===== src/rtl/trc_pkg.sv =====
`default_nettype none

package trc_pkg;

    localparam int DIST_W   = 12;
    localparam int LEVEL_W  = 13;
    localparam int VOL_W    = 20;
    localparam int THR_W    = 8;
    localparam int TIME_W   = 32;
    localparam int PERIOD_W = 20;
    localparam int STATUS_W = 2;
    localparam int CFG_IDX_W  = 3;
    localparam int CFG_DATA_W = 20;
    localparam int PROD_W   = VOL_W + DIST_W;
    localparam int DIV_CNT_W = $clog2(PROD_W);

    // Register indexes on the configuration port.
    localparam logic [CFG_IDX_W-1:0] REG_TANK_HEIGHT  = 3'd0;
    localparam logic [CFG_IDX_W-1:0] REG_MIN_LEVEL    = 3'd1;
    localparam logic [CFG_IDX_W-1:0] REG_MAX_LEVEL    = 3'd2;
    localparam logic [CFG_IDX_W-1:0] REG_TANK_VOLUME  = 3'd3;
    localparam logic [CFG_IDX_W-1:0] REG_RISE_THRESH  = 3'd4;
    localparam logic [CFG_IDX_W-1:0] REG_STALL_TMO    = 3'd5;
    localparam logic [CFG_IDX_W-1:0] REG_CHECK_PERIOD = 3'd6;

    localparam logic [DIST_W-1:0]   RST_TANK_HEIGHT  = 12'd1000;
    localparam logic [DIST_W-1:0]   RST_MIN_LEVEL    = 12'd200;
    localparam logic [DIST_W-1:0]   RST_MAX_LEVEL    = 12'd800;
    localparam logic [VOL_W-1:0]    RST_TANK_VOLUME  = 20'd100000;
    localparam logic [THR_W-1:0]    RST_RISE_THRESH  = 8'd5;
    localparam logic [PERIOD_W-1:0] RST_STALL_TMO    = 20'd10000;
    localparam logic [PERIOD_W-1:0] RST_CHECK_PERIOD = 20'd5000;

    localparam logic [VOL_W-1:0] VOLUME_CAP = {VOL_W{1'b1}};

    // Operation codes of an input beat.
    localparam logic OP_MONITOR = 1'b0;
    localparam logic OP_LEVEL   = 1'b1;

    localparam logic [STATUS_W-1:0] FS_IDLE    = 2'd0;
    localparam logic [STATUS_W-1:0] FS_FILLING = 2'd1;
    localparam logic [STATUS_W-1:0] FS_FILLED  = 2'd2;
    localparam logic [STATUS_W-1:0] FS_TIMEOUT = 2'd3;

    typedef struct packed {
        logic load_in;
        logic calc_level;
        logic update;
        logic div_step;
        logic load_out;
    } trc_cmd_t;

    typedef struct packed {
        logic div_last;
    } trc_stat_t;

endpackage

`default_nettype wire


===== src/rtl/trc_ctrl.sv =====
`default_nettype none

module trc_ctrl (
    input  wire logic              aclk,
    input  wire logic              aresetn,
    input  wire logic              s_valid,
    output logic                   s_ready,
    output logic                   m_valid,
    input  wire logic              m_ready,
    input  wire trc_pkg::trc_stat_t stat,
    output trc_pkg::trc_cmd_t      cmd
);

    localparam logic [2:0] ST_IDLE   = 3'd0;
    localparam logic [2:0] ST_LEVEL  = 3'd1;
    localparam logic [2:0] ST_UPDATE = 3'd2;
    localparam logic [2:0] ST_DIV    = 3'd3;
    localparam logic [2:0] ST_OUT    = 3'd4;

    logic [2:0] state_reg, state_next;
    logic       m_valid_reg, m_valid_next;

    always_comb begin
        state_next = state_reg;
        cmd        = '0;
        s_ready    = 1'b0;
        case (state_reg)
            ST_IDLE: begin
                s_ready = 1'b1;
                if (s_valid) begin
                    cmd.load_in = 1'b1;
                    state_next  = ST_LEVEL;
                end
            end
            ST_LEVEL: begin
                cmd.calc_level = 1'b1;
                state_next     = ST_UPDATE;
            end
            ST_UPDATE: begin
                cmd.update = 1'b1;
                state_next = ST_DIV;
            end
            ST_DIV: begin
                cmd.div_step = 1'b1;
                if (stat.div_last) begin
                    state_next = ST_OUT;
                end
            end
            ST_OUT: begin
                // The previous result must have left the output register first.
                if (!m_valid_reg || m_ready) begin
                    cmd.load_out = 1'b1;
                    state_next   = ST_IDLE;
                end
            end
            default: begin
                state_next = ST_IDLE;
            end
        endcase
    end

    assign m_valid_next = cmd.load_out | (m_valid_reg & ~m_ready);
    assign m_valid      = m_valid_reg;

    always_ff @(posedge aclk) begin
        if (!aresetn) begin
            state_reg   <= ST_IDLE;
            m_valid_reg <= 1'b0;
        end else begin
            state_reg   <= state_next;
            m_valid_reg <= m_valid_next;
        end
    end

    a_accept_starts: assert property (@(posedge aclk) disable iff (!aresetn)
        (s_valid && s_ready) |=> (state_reg == ST_LEVEL))
        else $error("accepted beat did not start level calculation");

    a_load_safe: assert property (@(posedge aclk) disable iff (!aresetn)
        cmd.load_out |-> (!m_valid_reg || m_ready))
        else $error("result overwritten before it was taken");

    a_div_exit: assert property (@(posedge aclk) disable iff (!aresetn)
        (state_reg == ST_DIV && stat.div_last) |=> (state_reg == ST_OUT))
        else $error("divider finished but result stage not entered");

    a_busy_blocks: assert property (@(posedge aclk) disable iff (!aresetn)
        (state_reg != ST_IDLE) |-> !s_ready)
        else $error("input accepted while a beat is in progress");

endmodule

`default_nettype wire


===== src/rtl/trc_datapath.sv =====
`default_nettype none

module trc_datapath (
    input  wire logic                                aclk,
    input  wire logic                                aresetn,
    input  wire trc_pkg::trc_cmd_t                   cmd,
    output trc_pkg::trc_stat_t                       stat,
    input  wire logic                                cfg_we,
    input  wire logic [trc_pkg::CFG_IDX_W-1:0]       cfg_index,
    input  wire logic [trc_pkg::CFG_DATA_W-1:0]      cfg_data,
    input  wire logic                                s_opcode,
    input  wire logic [trc_pkg::DIST_W-1:0]          s_distance_mm,
    input  wire logic [trc_pkg::TIME_W-1:0]          s_now_ms,
    output logic signed [trc_pkg::LEVEL_W-1:0]       m_level_mm,
    output logic                                     m_valve_open,
    output logic                                     m_warning,
    output logic [trc_pkg::STATUS_W-1:0]             m_fill_status,
    output logic [trc_pkg::VOL_W-1:0]                m_volume
);

    // Configuration registers.
    logic [trc_pkg::DIST_W-1:0]   height_reg, min_reg, max_reg;
    logic [trc_pkg::VOL_W-1:0]    tvol_reg;
    logic [trc_pkg::THR_W-1:0]    thr_reg;
    logic [trc_pkg::PERIOD_W-1:0] tmo_reg, period_reg;

    // Controller state kept across beats.
    logic                               filling_reg, filling_next;
    logic signed [trc_pkg::LEVEL_W-1:0] plevel_reg, plevel_next;
    logic [trc_pkg::TIME_W-1:0]         ptime_reg, ptime_next;
    logic [trc_pkg::TIME_W-1:0]         lcheck_reg, lcheck_next;
    logic                               warn_reg, warn_next;

    // Per-beat working registers.
    logic                               op_reg;
    logic [trc_pkg::DIST_W-1:0]         dist_reg;
    logic [trc_pkg::TIME_W-1:0]         now_reg;
    logic signed [trc_pkg::LEVEL_W-1:0] level_reg, level_next;
    logic [trc_pkg::STATUS_W-1:0]       status_reg, status_next;
    logic                               zero_vol_reg;

    // Divider.
    logic [trc_pkg::PROD_W-1:0]    quo_reg, quo_next;
    logic [trc_pkg::DIST_W-1:0]    rem_reg, rem_next;
    logic [trc_pkg::DIV_CNT_W-1:0] cnt_reg;
    logic [trc_pkg::DIST_W:0]      shifted;
    logic                          div_ge;
    logic [trc_pkg::PROD_W-1:0]    product;

    // Output register.
    logic signed [trc_pkg::LEVEL_W-1:0] out_level_reg;
    logic                               out_valve_reg, out_warn_reg;
    logic [trc_pkg::STATUS_W-1:0]       out_status_reg;
    logic [trc_pkg::VOL_W-1:0]          out_vol_reg, vol_final;

    logic signed [trc_pkg::LEVEL_W-1:0] min_s, max_s;
    logic signed [trc_pkg::LEVEL_W:0]   rise_lim;
    logic                               rise;
    logic [trc_pkg::TIME_W-1:0]         ptime_eff, since_check, since_prog;

    always_ff @(posedge aclk) begin
        if (!aresetn) begin
            height_reg <= trc_pkg::RST_TANK_HEIGHT;
            min_reg    <= trc_pkg::RST_MIN_LEVEL;
            max_reg    <= trc_pkg::RST_MAX_LEVEL;
            tvol_reg   <= trc_pkg::RST_TANK_VOLUME;
            thr_reg    <= trc_pkg::RST_RISE_THRESH;
            tmo_reg    <= trc_pkg::RST_STALL_TMO;
            period_reg <= trc_pkg::RST_CHECK_PERIOD;
        end else if (cfg_we) begin
            case (cfg_index)
                trc_pkg::REG_TANK_HEIGHT:  height_reg <= cfg_data[trc_pkg::DIST_W-1:0];
                trc_pkg::REG_MIN_LEVEL:    min_reg    <= cfg_data[trc_pkg::DIST_W-1:0];
                trc_pkg::REG_MAX_LEVEL:    max_reg    <= cfg_data[trc_pkg::DIST_W-1:0];
                trc_pkg::REG_TANK_VOLUME:  tvol_reg   <= cfg_data[trc_pkg::VOL_W-1:0];
                trc_pkg::REG_RISE_THRESH:  thr_reg    <= cfg_data[trc_pkg::THR_W-1:0];
                trc_pkg::REG_STALL_TMO:    tmo_reg    <= cfg_data[trc_pkg::PERIOD_W-1:0];
                trc_pkg::REG_CHECK_PERIOD: period_reg <= cfg_data[trc_pkg::PERIOD_W-1:0];
                default: begin
                end
            endcase
        end
    end

    assign level_next = $signed({1'b0, height_reg}) - $signed({1'b0, dist_reg});
    assign min_s      = $signed({1'b0, min_reg});
    assign max_s      = $signed({1'b0, max_reg});
    assign rise_lim   = $signed({plevel_reg[trc_pkg::LEVEL_W-1], plevel_reg})
                        + $signed({{(trc_pkg::LEVEL_W + 1 - trc_pkg::THR_W){1'b0}}, thr_reg});
    assign rise       = $signed({level_reg[trc_pkg::LEVEL_W-1], level_reg}) > rise_lim;
    assign ptime_eff  = rise ? now_reg : ptime_reg;
    assign since_check = now_reg - lcheck_reg;
    assign since_prog  = now_reg - ptime_eff;

    always_comb begin
        filling_next = filling_reg;
        plevel_next  = plevel_reg;
        ptime_next   = ptime_reg;
        lcheck_next  = lcheck_reg;
        warn_next    = warn_reg;
        status_next  = trc_pkg::FS_IDLE;
        if (op_reg == trc_pkg::OP_MONITOR) begin
            if (since_check >= {{(trc_pkg::TIME_W - trc_pkg::PERIOD_W){1'b0}}, period_reg}) begin
                lcheck_next = now_reg;
                warn_next   = (level_reg <= min_s);
            end
            status_next = filling_reg ? trc_pkg::FS_FILLING : trc_pkg::FS_IDLE;
        end else if (!filling_reg) begin
            if (level_reg <= min_s) begin
                if (level_reg <= max_s) begin
                    filling_next = 1'b1;
                    plevel_next  = level_reg;
                    ptime_next   = now_reg;
                    status_next  = trc_pkg::FS_FILLING;
                end else begin
                    // Minimum above maximum: opens and closes in the same beat.
                    status_next = trc_pkg::FS_FILLED;
                end
            end
        end else begin
            if (rise) begin
                plevel_next = level_reg;
            end
            ptime_next = ptime_eff;
            if (since_prog > {{(trc_pkg::TIME_W - trc_pkg::PERIOD_W){1'b0}}, tmo_reg}) begin
                filling_next = 1'b0;
                status_next  = trc_pkg::FS_TIMEOUT;
            end else if (level_reg > max_s) begin
                filling_next = 1'b0;
                status_next  = trc_pkg::FS_FILLED;
            end else begin
                status_next = trc_pkg::FS_FILLING;
            end
        end
    end

    assign product = {{trc_pkg::DIST_W{1'b0}}, tvol_reg}
                   * {{trc_pkg::VOL_W{1'b0}}, level_reg[trc_pkg::DIST_W-1:0]};

    // Restoring division, one quotient bit per cycle.
    assign shifted  = {rem_reg, quo_reg[trc_pkg::PROD_W-1]};
    assign div_ge   = shifted >= {1'b0, max_reg};
    assign rem_next = div_ge ? trc_pkg::DIST_W'(shifted - {1'b0, max_reg})
                             : shifted[trc_pkg::DIST_W-1:0];
    assign quo_next = {quo_reg[trc_pkg::PROD_W-2:0], div_ge};
    assign stat.div_last = (cnt_reg == trc_pkg::DIV_CNT_W'(trc_pkg::PROD_W - 1));

    assign vol_final = zero_vol_reg ? '0
                     : (quo_reg[trc_pkg::PROD_W-1:trc_pkg::VOL_W] != '0) ? trc_pkg::VOLUME_CAP
                     : quo_reg[trc_pkg::VOL_W-1:0];

    always_ff @(posedge aclk) begin
        if (!aresetn) begin
            filling_reg <= 1'b0;
            plevel_reg  <= '0;
            ptime_reg   <= '0;
            lcheck_reg  <= '0;
            warn_reg    <= 1'b0;
        end else if (cmd.update) begin
            filling_reg <= filling_next;
            plevel_reg  <= plevel_next;
            ptime_reg   <= ptime_next;
            lcheck_reg  <= lcheck_next;
            warn_reg    <= warn_next;
        end
    end

    always_ff @(posedge aclk) begin
        if (cmd.load_in) begin
            op_reg   <= s_opcode;
            dist_reg <= s_distance_mm;
            now_reg  <= s_now_ms;
        end
        if (cmd.calc_level) begin
            level_reg <= level_next;
        end
        if (cmd.update) begin
            status_reg   <= status_next;
            zero_vol_reg <= (level_reg <= 0) || (max_reg == '0);
            quo_reg      <= product;
            rem_reg      <= '0;
            cnt_reg      <= '0;
        end else if (cmd.div_step) begin
            quo_reg <= quo_next;
            rem_reg <= rem_next;
            cnt_reg <= cnt_reg + 1'b1;
        end
        if (cmd.load_out) begin
            out_level_reg  <= level_reg;
            out_valve_reg  <= filling_reg;
            out_warn_reg   <= warn_reg;
            out_status_reg <= status_reg;
            out_vol_reg    <= vol_final;
        end
    end

    assign m_level_mm    = out_level_reg;
    assign m_valve_open  = out_valve_reg;
    assign m_warning     = out_warn_reg;
    assign m_fill_status = out_status_reg;
    assign m_volume      = out_vol_reg;

    a_valve_tracks_state: assert property (@(posedge aclk) disable iff (!aresetn)
        cmd.load_out |=> (m_valve_open == filling_reg))
        else $error("valve output disagrees with refill state");

    a_filling_status: assert property (@(posedge aclk) disable iff (!aresetn)
        cmd.update |=> (filling_reg == (status_reg == trc_pkg::FS_FILLING)))
        else $error("fill status disagrees with refill state");

endmodule

`default_nettype wire


===== src/rtl/tank_refill_controller.sv =====
// An accepted input beat passes the level, update and divider states into the result
// register, which drives m_valid. One beat is processed at a time, and the 32-step
// restoring divider forms the volume ratio one quotient bit per cycle.
// The result register frees the input side as soon as the result is loaded.
// Reset (aresetn low at a clock edge) restores the configuration registers to their
// default values, closes the valve and clears the warning and timing state.
`default_nettype none

module tank_refill_controller (
    input  wire logic                              aclk,
    input  wire logic                              aresetn,
    input  wire logic                              cfg_valid,
    output logic                                   cfg_ready,
    input  wire logic [trc_pkg::CFG_IDX_W-1:0]     cfg_index,
    input  wire logic [trc_pkg::CFG_DATA_W-1:0]    cfg_data,
    input  wire logic                              s_valid,
    output logic                                   s_ready,
    input  wire logic                              s_opcode,
    input  wire logic [trc_pkg::DIST_W-1:0]        s_distance_mm,
    input  wire logic [trc_pkg::TIME_W-1:0]        s_now_ms,
    output logic                                   m_valid,
    input  wire logic                              m_ready,
    output logic signed [trc_pkg::LEVEL_W-1:0]     m_level_mm,
    output logic                                   m_valve_open,
    output logic                                   m_warning,
    output logic [trc_pkg::STATUS_W-1:0]           m_fill_status,
    output logic [trc_pkg::VOL_W-1:0]              m_volume
);

    trc_pkg::trc_cmd_t  cmd;
    trc_pkg::trc_stat_t stat;

    assign cfg_ready = 1'b1;

    trc_ctrl u_ctrl (
        .aclk    (aclk),
        .aresetn (aresetn),
        .s_valid (s_valid),
        .s_ready (s_ready),
        .m_valid (m_valid),
        .m_ready (m_ready),
        .stat    (stat),
        .cmd     (cmd)
    );

    trc_datapath u_datapath (
        .aclk          (aclk),
        .aresetn       (aresetn),
        .cmd           (cmd),
        .stat          (stat),
        .cfg_we        (cfg_valid),
        .cfg_index     (cfg_index),
        .cfg_data      (cfg_data),
        .s_opcode      (s_opcode),
        .s_distance_mm (s_distance_mm),
        .s_now_ms      (s_now_ms),
        .m_level_mm    (m_level_mm),
        .m_valve_open  (m_valve_open),
        .m_warning     (m_warning),
        .m_fill_status (m_fill_status),
        .m_volume      (m_volume)
    );

endmodule

`default_nettype wire


===== config.mk =====
export PLATFORM = sky130hd
export DESIGN_NAME = tank_refill_controller
export DESIGN_NICKNAME = d
export VERILOG_FILES = /design/src/rtl/trc_pkg.sv /design/src/rtl/trc_ctrl.sv /design/src/rtl/trc_datapath.sv /design/src/rtl/tank_refill_controller.sv
export SDC_FILE = /design/constraint.sdc
export NUM_CORES = 1
export LEC_CHECK = 0
export ABC_AREA = 1
export BUFFER_PORTS_ARGS = -buffer_cell sky130_fd_sc_hd__buf_4
export CAP_MARGIN = 20
export CORE_MARGIN = 5
export CORE_UTILIZATION = 42
export DETAILED_ROUTE_END_ITERATION = 16
export SYNTH_ARGS = -nofsm -noshare
export SYNTH_HDL_FRONTEND = slang
export SYNTH_SLANG_ARGS = --single-unit

===== constraint.sdc =====
create_clock -name aclk -period 8.5 [get_ports aclk]
set_input_delay 0.85 -clock aclk [delete_from_list [all_inputs] [get_ports aclk]]
set_output_delay 0.85 -clock aclk [all_outputs]
set_load 0.02 [all_outputs]

==> summary.txt, run 1 <==
Starting DRT DRC Count -> 1,249
DRC viols -> 0
Yosys reg bits -> 334
Post-synth top flop -> dfxtp_1
Crit Path Max Fanout -> 42
Arr. time, crit path -> 7.40 ns
Mux cell area share after synthesis -> 1.021%
Antenna-violating nets left -> 0
Class of the worst hold path -> reg2reg
Vias in the first global route -> 20,930
Drt via density -> 5.017
Critical path required time -> 8.92 ns
Port Buffers -> 111
Post-synthesis compound-gate area fraction -> 12.24%
NetSw -> 3.346 mW
Initial antenna violation count -> 2
Crit path max-delay cell type -> nand3_4
Worst slew margin -> 40.01%
Post-synthesis cell count -> 3,323
Most frequent cells in the layout -> nand2_1, inv_1, nor2_1
Tcrit/Tclk final -> 82.16%
VDD IR max -> 311.4 uV
Warnings, synthesis -> 0
Maxcap violations -> 0
Top delay family on crit path -> simple AND/OR/NAND/NOR gates
CTS tree -> built
Crit start category -> flip-flop
Internal cell power -> 4.420 mW
Post-Synth XOR/XNOR Area -> 3.343%
Combinational power share -> 52.4%
Final worst slack -> 1.516 ns
Hold_buf cts -> 0
Drt total wl -> 68.35 mm
# clock sinks -> 334
Layout area overhead -> 10.96%
Drt pass-1 iters -> 5
Syn nets -> 3,822
Status -> finished, final reports clean
Chip width -> 261.0 um
Inserted Clock Buffers -> 42
Post-synth EDFFs -> 130
Syn_area_per_cell -> 7.964 um^2
Clock latency at the later pin of the worst-skew pair -> 0.58 ns
CTS H-tree lvls -> 2
Grt total ovfl -> 0
Power per cell area -> 264.5 mW/mm^2
Post-CTS Setup Bufs -> 0
Sequential fraction of design power -> 25.7%
Buffer depth of the longest clock path -> 3
Post-Synth Adder-Cell Area -> 25.36%
Starting Density -> 42.18%
I/O pin total -> 113
Max stage delay on crit path -> 0.53 ns
RSZ-0062 raised after global routing -> no
Site row count -> 92
Number of fill cells -> 6,303
Most frequent CP cell -> nand2_1
Final Hold Viols -> 0
CP Depth -> 44
Chip height -> 261.0 um
Clk network pwr share -> 21.8%
Cells on worst reg2reg path -> 44
Distinct cells, synth -> 59
P_leak -> 14.01 nW
DP Wirelength -> 53.21 mm
CP Class -> reg2reg
Clk_skew -> 0.02597 ns
Switching share of power -> 43.08%
Most common cell after layout, fill and taps aside -> nand2_1
CP bufs+invs -> 3
Ant. Diodes -> 0
Maximum clock frequency -> 0.1432 GHz
Core area -> 0.06274 mm^2
DIE AREA -> 0.06813 mm^2
Gpl congestion -> 0.8980
Crit. End Element -> flip-flop
Drt wl/cell -> 16.03 um
Via count -> 21,390
Layout cell share with drive strength beyond 1 -> 7.373%
Post-synthesis simple-gate area fraction -> 18.08%
Nets -> 3,885
Area of the multi-input gates -> 0.01592 mm^2
Tmin final -> 6.984 ns
Pre-CTS setup slack -> 1.484 ns
Final setup viols -> 0
Slew Viols, Final -> 0
Sequential area share after synthesis -> 30.18%
Least-Margin Pin Slew -> 0.8966 ns
Clock-pin slew on the worst setup and hold paths -> 0.06 ns
Storage element area -> 0.007988 mm^2
Asr flop ratio synth -> 0%
Largest family of logic cells by synthesized area -> adder cells
Fin Setup TNS -> 0 ns
Largest net degree at the start of global routing -> 79
Hold Crit Depth -> 0
CTS resizes -> 0
Mapped Area -> 0.02646 mm^2
Tot GR Track Use -> 20.08%
First-pass GRT wire length -> 110.7 mm
CTS root buf -> clkbuf_16
-- power groups by stage --
stage / Sequential (mW) / Clock (mW) / Combinational (mW)
finish: 2.00 / 1.69 / 4.07
global route: 2.02 / 1.81 / 4.68
CTS: 1.99 / 1.74 / 4.09
detailed placement: 2.03 / 0 / 4.07
floorplan: 1.96 / 0 / 3.17
global placement: 2.03 / 0 / 4.02
-- synthesized netlist by cell type, types with 14 or more instances --
cell	n	share of area, %
xnor2_1	41	1.4
fa_1	184	14
o21ai_0	241	4.6
nand2_2	14	0.33
nand3_1	81	1.5
nor3_1	25	0.47
inv_1	551	7.8
clkbuf_1	103	1.5
a21oi_1	238	4.5
dfxtp_1	204	15
mux2i_1	27	1.0
nand4_1	22	0.52
ha_1	242	11
edfxtp_1	130	15
o211ai_1	24	0.68
nand2_1	667	9.5
nor2_1	324	4.6
xor2_1	60	2.0
-- layout make-up --
cell class	instances	share of cell area [%]
multi-input combinational	2316	54.21
sequential	334	27.20
inverter	556	7.107
clock buffer	54	3.899
tap	846	3.605
timing repair buffer	136	3.477
clock inverter	22	0.4985
-- cell families (layout without fill, tap and decap cells) --
family                   count (synthesis)  count (layout)
AND/OR/NAND/NOR                       1173            1173
buffers and inverters                  673             768
AO/OA/AOI/OAI                          588             588
adder cells (fa/ha/maj)                426             426
flip-flops                             334             334
XOR/XNOR                               101             101
multiplexers                            27              27
other                                    1               1
-- metrics by stage --
stage | hold slack (ns) | area [um^2] | util (%) | power, mW | instances
4_1_cts | 0.4199 | 29360 | 46.81 | 7.830 | 4264
2_1_floorplan | 0.4003 | 26460 | - | 5.127 | 3323
3_5_place_dp | 0.4406 | 28070 | 44.75 | 6.093 | 4188
3_3_place_gp | 0.4449 | 28070 | 44.75 | 6.042 | 4188
6_report | 0.4433 | 29360 | 46.81 | 7.766 | 4264
5_1_grt | 0.4206 | 29360 | 46.81 | 8.502 | 4264
-- worst paths after layout --
kind         slack [ns]                     endpoint                startpoint
max reg2reg        1.52     u_datapath.status_reg[1]  u_datapath.plevel_reg[0]
max                1.52     u_datapath.status_reg[1]  u_datapath.plevel_reg[0]
min reg2reg        0.44  u_datapath.m_fill_status[0]  u_datapath.status_reg[0]
min                0.44  u_datapath.m_fill_status[0]  u_datapath.status_reg[0]
-- layer usage --
| layer | vias up | wire, um | share of wire (%) | GRT usage [%] |
|---|---|---|---|---|
| met4 | 0 | 1830 | 2.7 | 5.445 |
| met5 | - | 0 | 0 | 0 |
| li1 | 10800 | - | - | - |
| met1 | 10100 | 32560 | 48 | 28.53 |
| met3 | 93 | 3311 | 4.8 | 3.085 |
| met2 | 404 | 30640 | 45 | 32.18 |
(Power assumes the default switching activity.)
==> run 2: changes to the inputs <==
==> constraint.sdc (replaced) <==
create_clock -name aclk -period 5.8 [get_ports aclk]
set_input_delay 0.58 -clock aclk [delete_from_list [all_inputs] [get_ports aclk]]
set_output_delay 0.58 -clock aclk [all_outputs]
set_load 0.02 [all_outputs]
==> run 2 against run 1 <==
Compared with the run above: the run now ends with setup timing left; die area did not move; flip-flop and latch count unchanged; combinational power grew 86%; total power up 69%; sequential power up 44%; clock-buffer cell count unchanged; critical path depth fell by 1; core utilization increased by 4.2 points; register-to-register slack got worse by 2.0 ns; fmax grew 12%; final cell count up 5.9%; critical path type unchanged; largest power group unchanged.
==> summary.txt, run 2 (synthesis results as in run 1) <==
FF-to-FF End -> u_datapath.status_reg[0]
Most common cell after layout, fill and taps aside -> nand2_1
Critical path required time -> 6.10 ns (-2.82 ns)
Hold_sp -> s_now_ms[27]
Clock-pin slew on the worst setup and hold paths -> 0.06 ns (about the same)
Max stage delay on crit path -> 0.37 ns (-0.16 ns)
Antenna-violating nets left -> 0 (unchanged)
Combinational power share -> 57.8% (+5.4 points)
Port Buffers -> 111 (unchanged)
Final Hold Viols -> 0 (unchanged)
Maxcap violations -> 0 (unchanged)
Via count -> 22,310 (+4.3%)
Drt via density -> 4.942 (-1.5%)
Area of the multi-input gates -> 0.01645 mm^2 (+3.3%)
Arr. time, crit path -> 6.54 ns (-0.86 ns)
Site row count -> 92 (unchanged)
Drt total wl -> 71.39 mm (+4.4%)
Maximum clock frequency -> 0.1603 GHz (+12%)
Clk_skew -> 0.02266 ns (-0.003308 ns)
Least-Margin Pin Slew -> 1.037 ns (+0.1408 ns)
Gpl congestion -> 0.9185 (+2.3%)
Switching share of power -> 40.93% (-2.1 points)
DP Area -> 0.02980 mm^2 (+6.2%)
Worst hold margin -> 0.1712 ns (-0.2721 ns)
Drt wl/cell -> 15.81 um (-1.3%)
CTS tree -> built
DRC viols -> 0 (unchanged)
Slew Viols, Final -> 0 (unchanged)
Crit path max-delay cell type -> fa_2
CP Class -> reg2reg
Worst slew margin -> 29.94% (-10 points)
Crit start category -> flip-flop
First-pass GRT wire length -> 112.8 mm (+1.9%)
Post-route cell area -> 0.03201 mm^2 (+9.0%)
Crit Path Max Fanout -> 6 (-86%)
Number of fill cells -> 6,068 (-3.7%)
Core area -> 0.06274 mm^2 (unchanged)
Tot GR Track Use -> 20.66% (+0.58 points)
CTS root buf -> clkbuf_16
Clk network pwr share -> 20.3% (-1.5 points)
Class of the worst hold path -> in2reg
Storage element area -> 0.007999 mm^2 (+0.14%)
Nets -> 4,134 (+6.4%)
Clock latency at the later pin of the worst-skew pair -> 0.58 ns (about the same)
NetSw -> 5.358 mW (+60%)
# clock sinks -> 334 (unchanged)
Tcrit/Tclk final -> 107.6% (+25 points)
Fin util -> 51.02% (+4.2 points)
Chip width -> 261.0 um (unchanged)
Internal cell power -> 7.732 mW (+75%)
Reg2Reg Setup Slack -> -0.44 ns (-1.96 ns)
Power per cell area -> 408.9 mW/mm^2 (+55%)
Drt pass-1 iters -> 8 (+3)
Cells on worst reg2reg path -> 43 (-2.3%)
DIE AREA -> 0.06813 mm^2 (unchanged)
Tmin final -> 6.240 ns (-0.7443 ns)
Largest net degree at the start of global routing -> 87 (+10%)
Worst R2R Start -> u_datapath.thr_reg[0]
Final worst slack -> -0.4395 ns (-1.956 ns)
Grt total ovfl -> 0 (unchanged)
Chip height -> 261.0 um (unchanged)
I/O pin total -> 113 (unchanged)
CTS H-tree lvls -> 2 (unchanged)
Layout cell share with drive strength beyond 1 -> 16.63% (+9.3 points)
Hold_buf cts -> 0 (unchanged)
Crit. End Element -> flip-flop
Final setup viols -> 3 (+3)
Ant. Diodes -> 0 (unchanged)
Buffer depth of the longest clock path -> 3 (unchanged)
Inserted Clock Buffers -> 42 (unchanged)
P_leak -> 15.36 nW (+9.7%)
DP Wirelength -> 55.55 mm (+4.4%)
Fin Setup TNS -> -1.274 ns (-1.274 ns)
Layout area overhead -> 20.95%
Failing checks -> setup timing
RSZ-0062 raised after global routing -> yes
Most frequent CP cell -> nand2_1
Vias in the first global route -> 21,450 (+2.4%)
Sequential fraction of design power -> 21.9% (-3.8 points)
Starting DRT DRC Count -> 1,370 (+9.7%)
Starting Density -> 42.18% (unchanged)
Hold Path End -> u_datapath.now_reg[27]
Status -> finished, violations left
Pre-CTS setup slack -> -0.5033 ns (-1.987 ns)
Initial antenna violation count -> 0 (-2)
Most frequent cells in the layout -> nand2_1, inv_1, buf_4
VDD IR max -> 577.2 uV (+85%)
Hold Crit Depth -> 1 (+1)
## run 2: cell types whose count changed in the layout (fill, tap and decap cells not counted), sizes merged
cell,change
bufinv,+1
clkinvlp,+1
nand3,+1
clkbuf,+1
clkinv,-1
buf,+247
## run 2: worst max-delay path: cells and delay by family, from the launching register on
| kind | cells | cell delay [ns] |
|---|---|---|
| XOR/XNOR | 2 | 0.34 |
| AND/OR/NAND/NOR | 23 | 2.26 |
| AO/OA/AOI/OAI | 7 | 0.95 |
| adder cells (fa/ha/maj) | 5 | 1.36 |
| multiplexers | 1 | 0.21 |
| buffers and inverters | 5 | 0.50 |
| flip-flops | 1 | 0.33 |
## run 2: how the worst max path moves through the flow
stage | startpoint | end | cells past startpoint
after floorplan | u_datapath.thr_reg[2] | u_datapath.status_reg[0] | 47
after global placement | u_datapath.plevel_reg[0] | u_datapath.status_reg[0] | 45
after global routing | u_datapath.plevel_reg[2] | u_datapath.status_reg[0] | 45
after CTS | u_datapath.plevel_reg[2] | u_datapath.status_reg[1] | 45
final | u_datapath.thr_reg[0] | u_datapath.status_reg[0] | 43
after detailed placement | u_datapath.thr_reg[0] | u_datapath.status_reg[0] | 45
## run 2: power groups by stage
stage	Clock, mW	Sequential (mW)	Combinational [mW]
finish	2.65	2.87	7.57
global route	2.82	2.89	8.54
CTS	2.72	2.86	7.19
detailed placement	0	2.91	7.04
global placement	0	2.91	6.97
floorplan	0	2.87	4.67
## run 2: cell type report
| class | count | share of cell area, % |
|---|---|---|
| Multi-Input combinational cell | 2317 | 51.38 |
| Sequential cell | 334 | 24.99 |
| Timing Repair Buffer | 384 | 9.444 |
| Inverter | 556 | 6.520 |
| Clock buffer | 54 | 3.760 |
| Tap cell | 846 | 3.307 |
| Clock inverter | 23 | 0.5981 |
## run 2: metal layers
| metal | track usage, % | wire length, um |
|---|---|---|
| met1 | 29.23 | 33530 |
| met2 | 33.31 | 31970 |
| met3 | 3.394 | 4021 |
| met4 | 5.212 | 1862 |
| met5 | 0 | 0 |
## run 2: stage by stage
stage | total power [mW] | std cells
global route | 14.24 | 4514
detailed placement | 9.950 | 4398
global placement | 9.881 | 4398
CTS | 12.77 | 4505
finish | 13.09 | 4514
floorplan | 7.535 | 3323
## run 2: repair_timing
| action | CTS | global route |
|---|---|---|
| gates resized for setup | 41 | 81 |
| setup buffers | 29 | 9 |
| endpoints found under the setup margin | 4 | 12 |
| gates cloned | 1 | 1 |
| pin swaps | 29 | 46 |
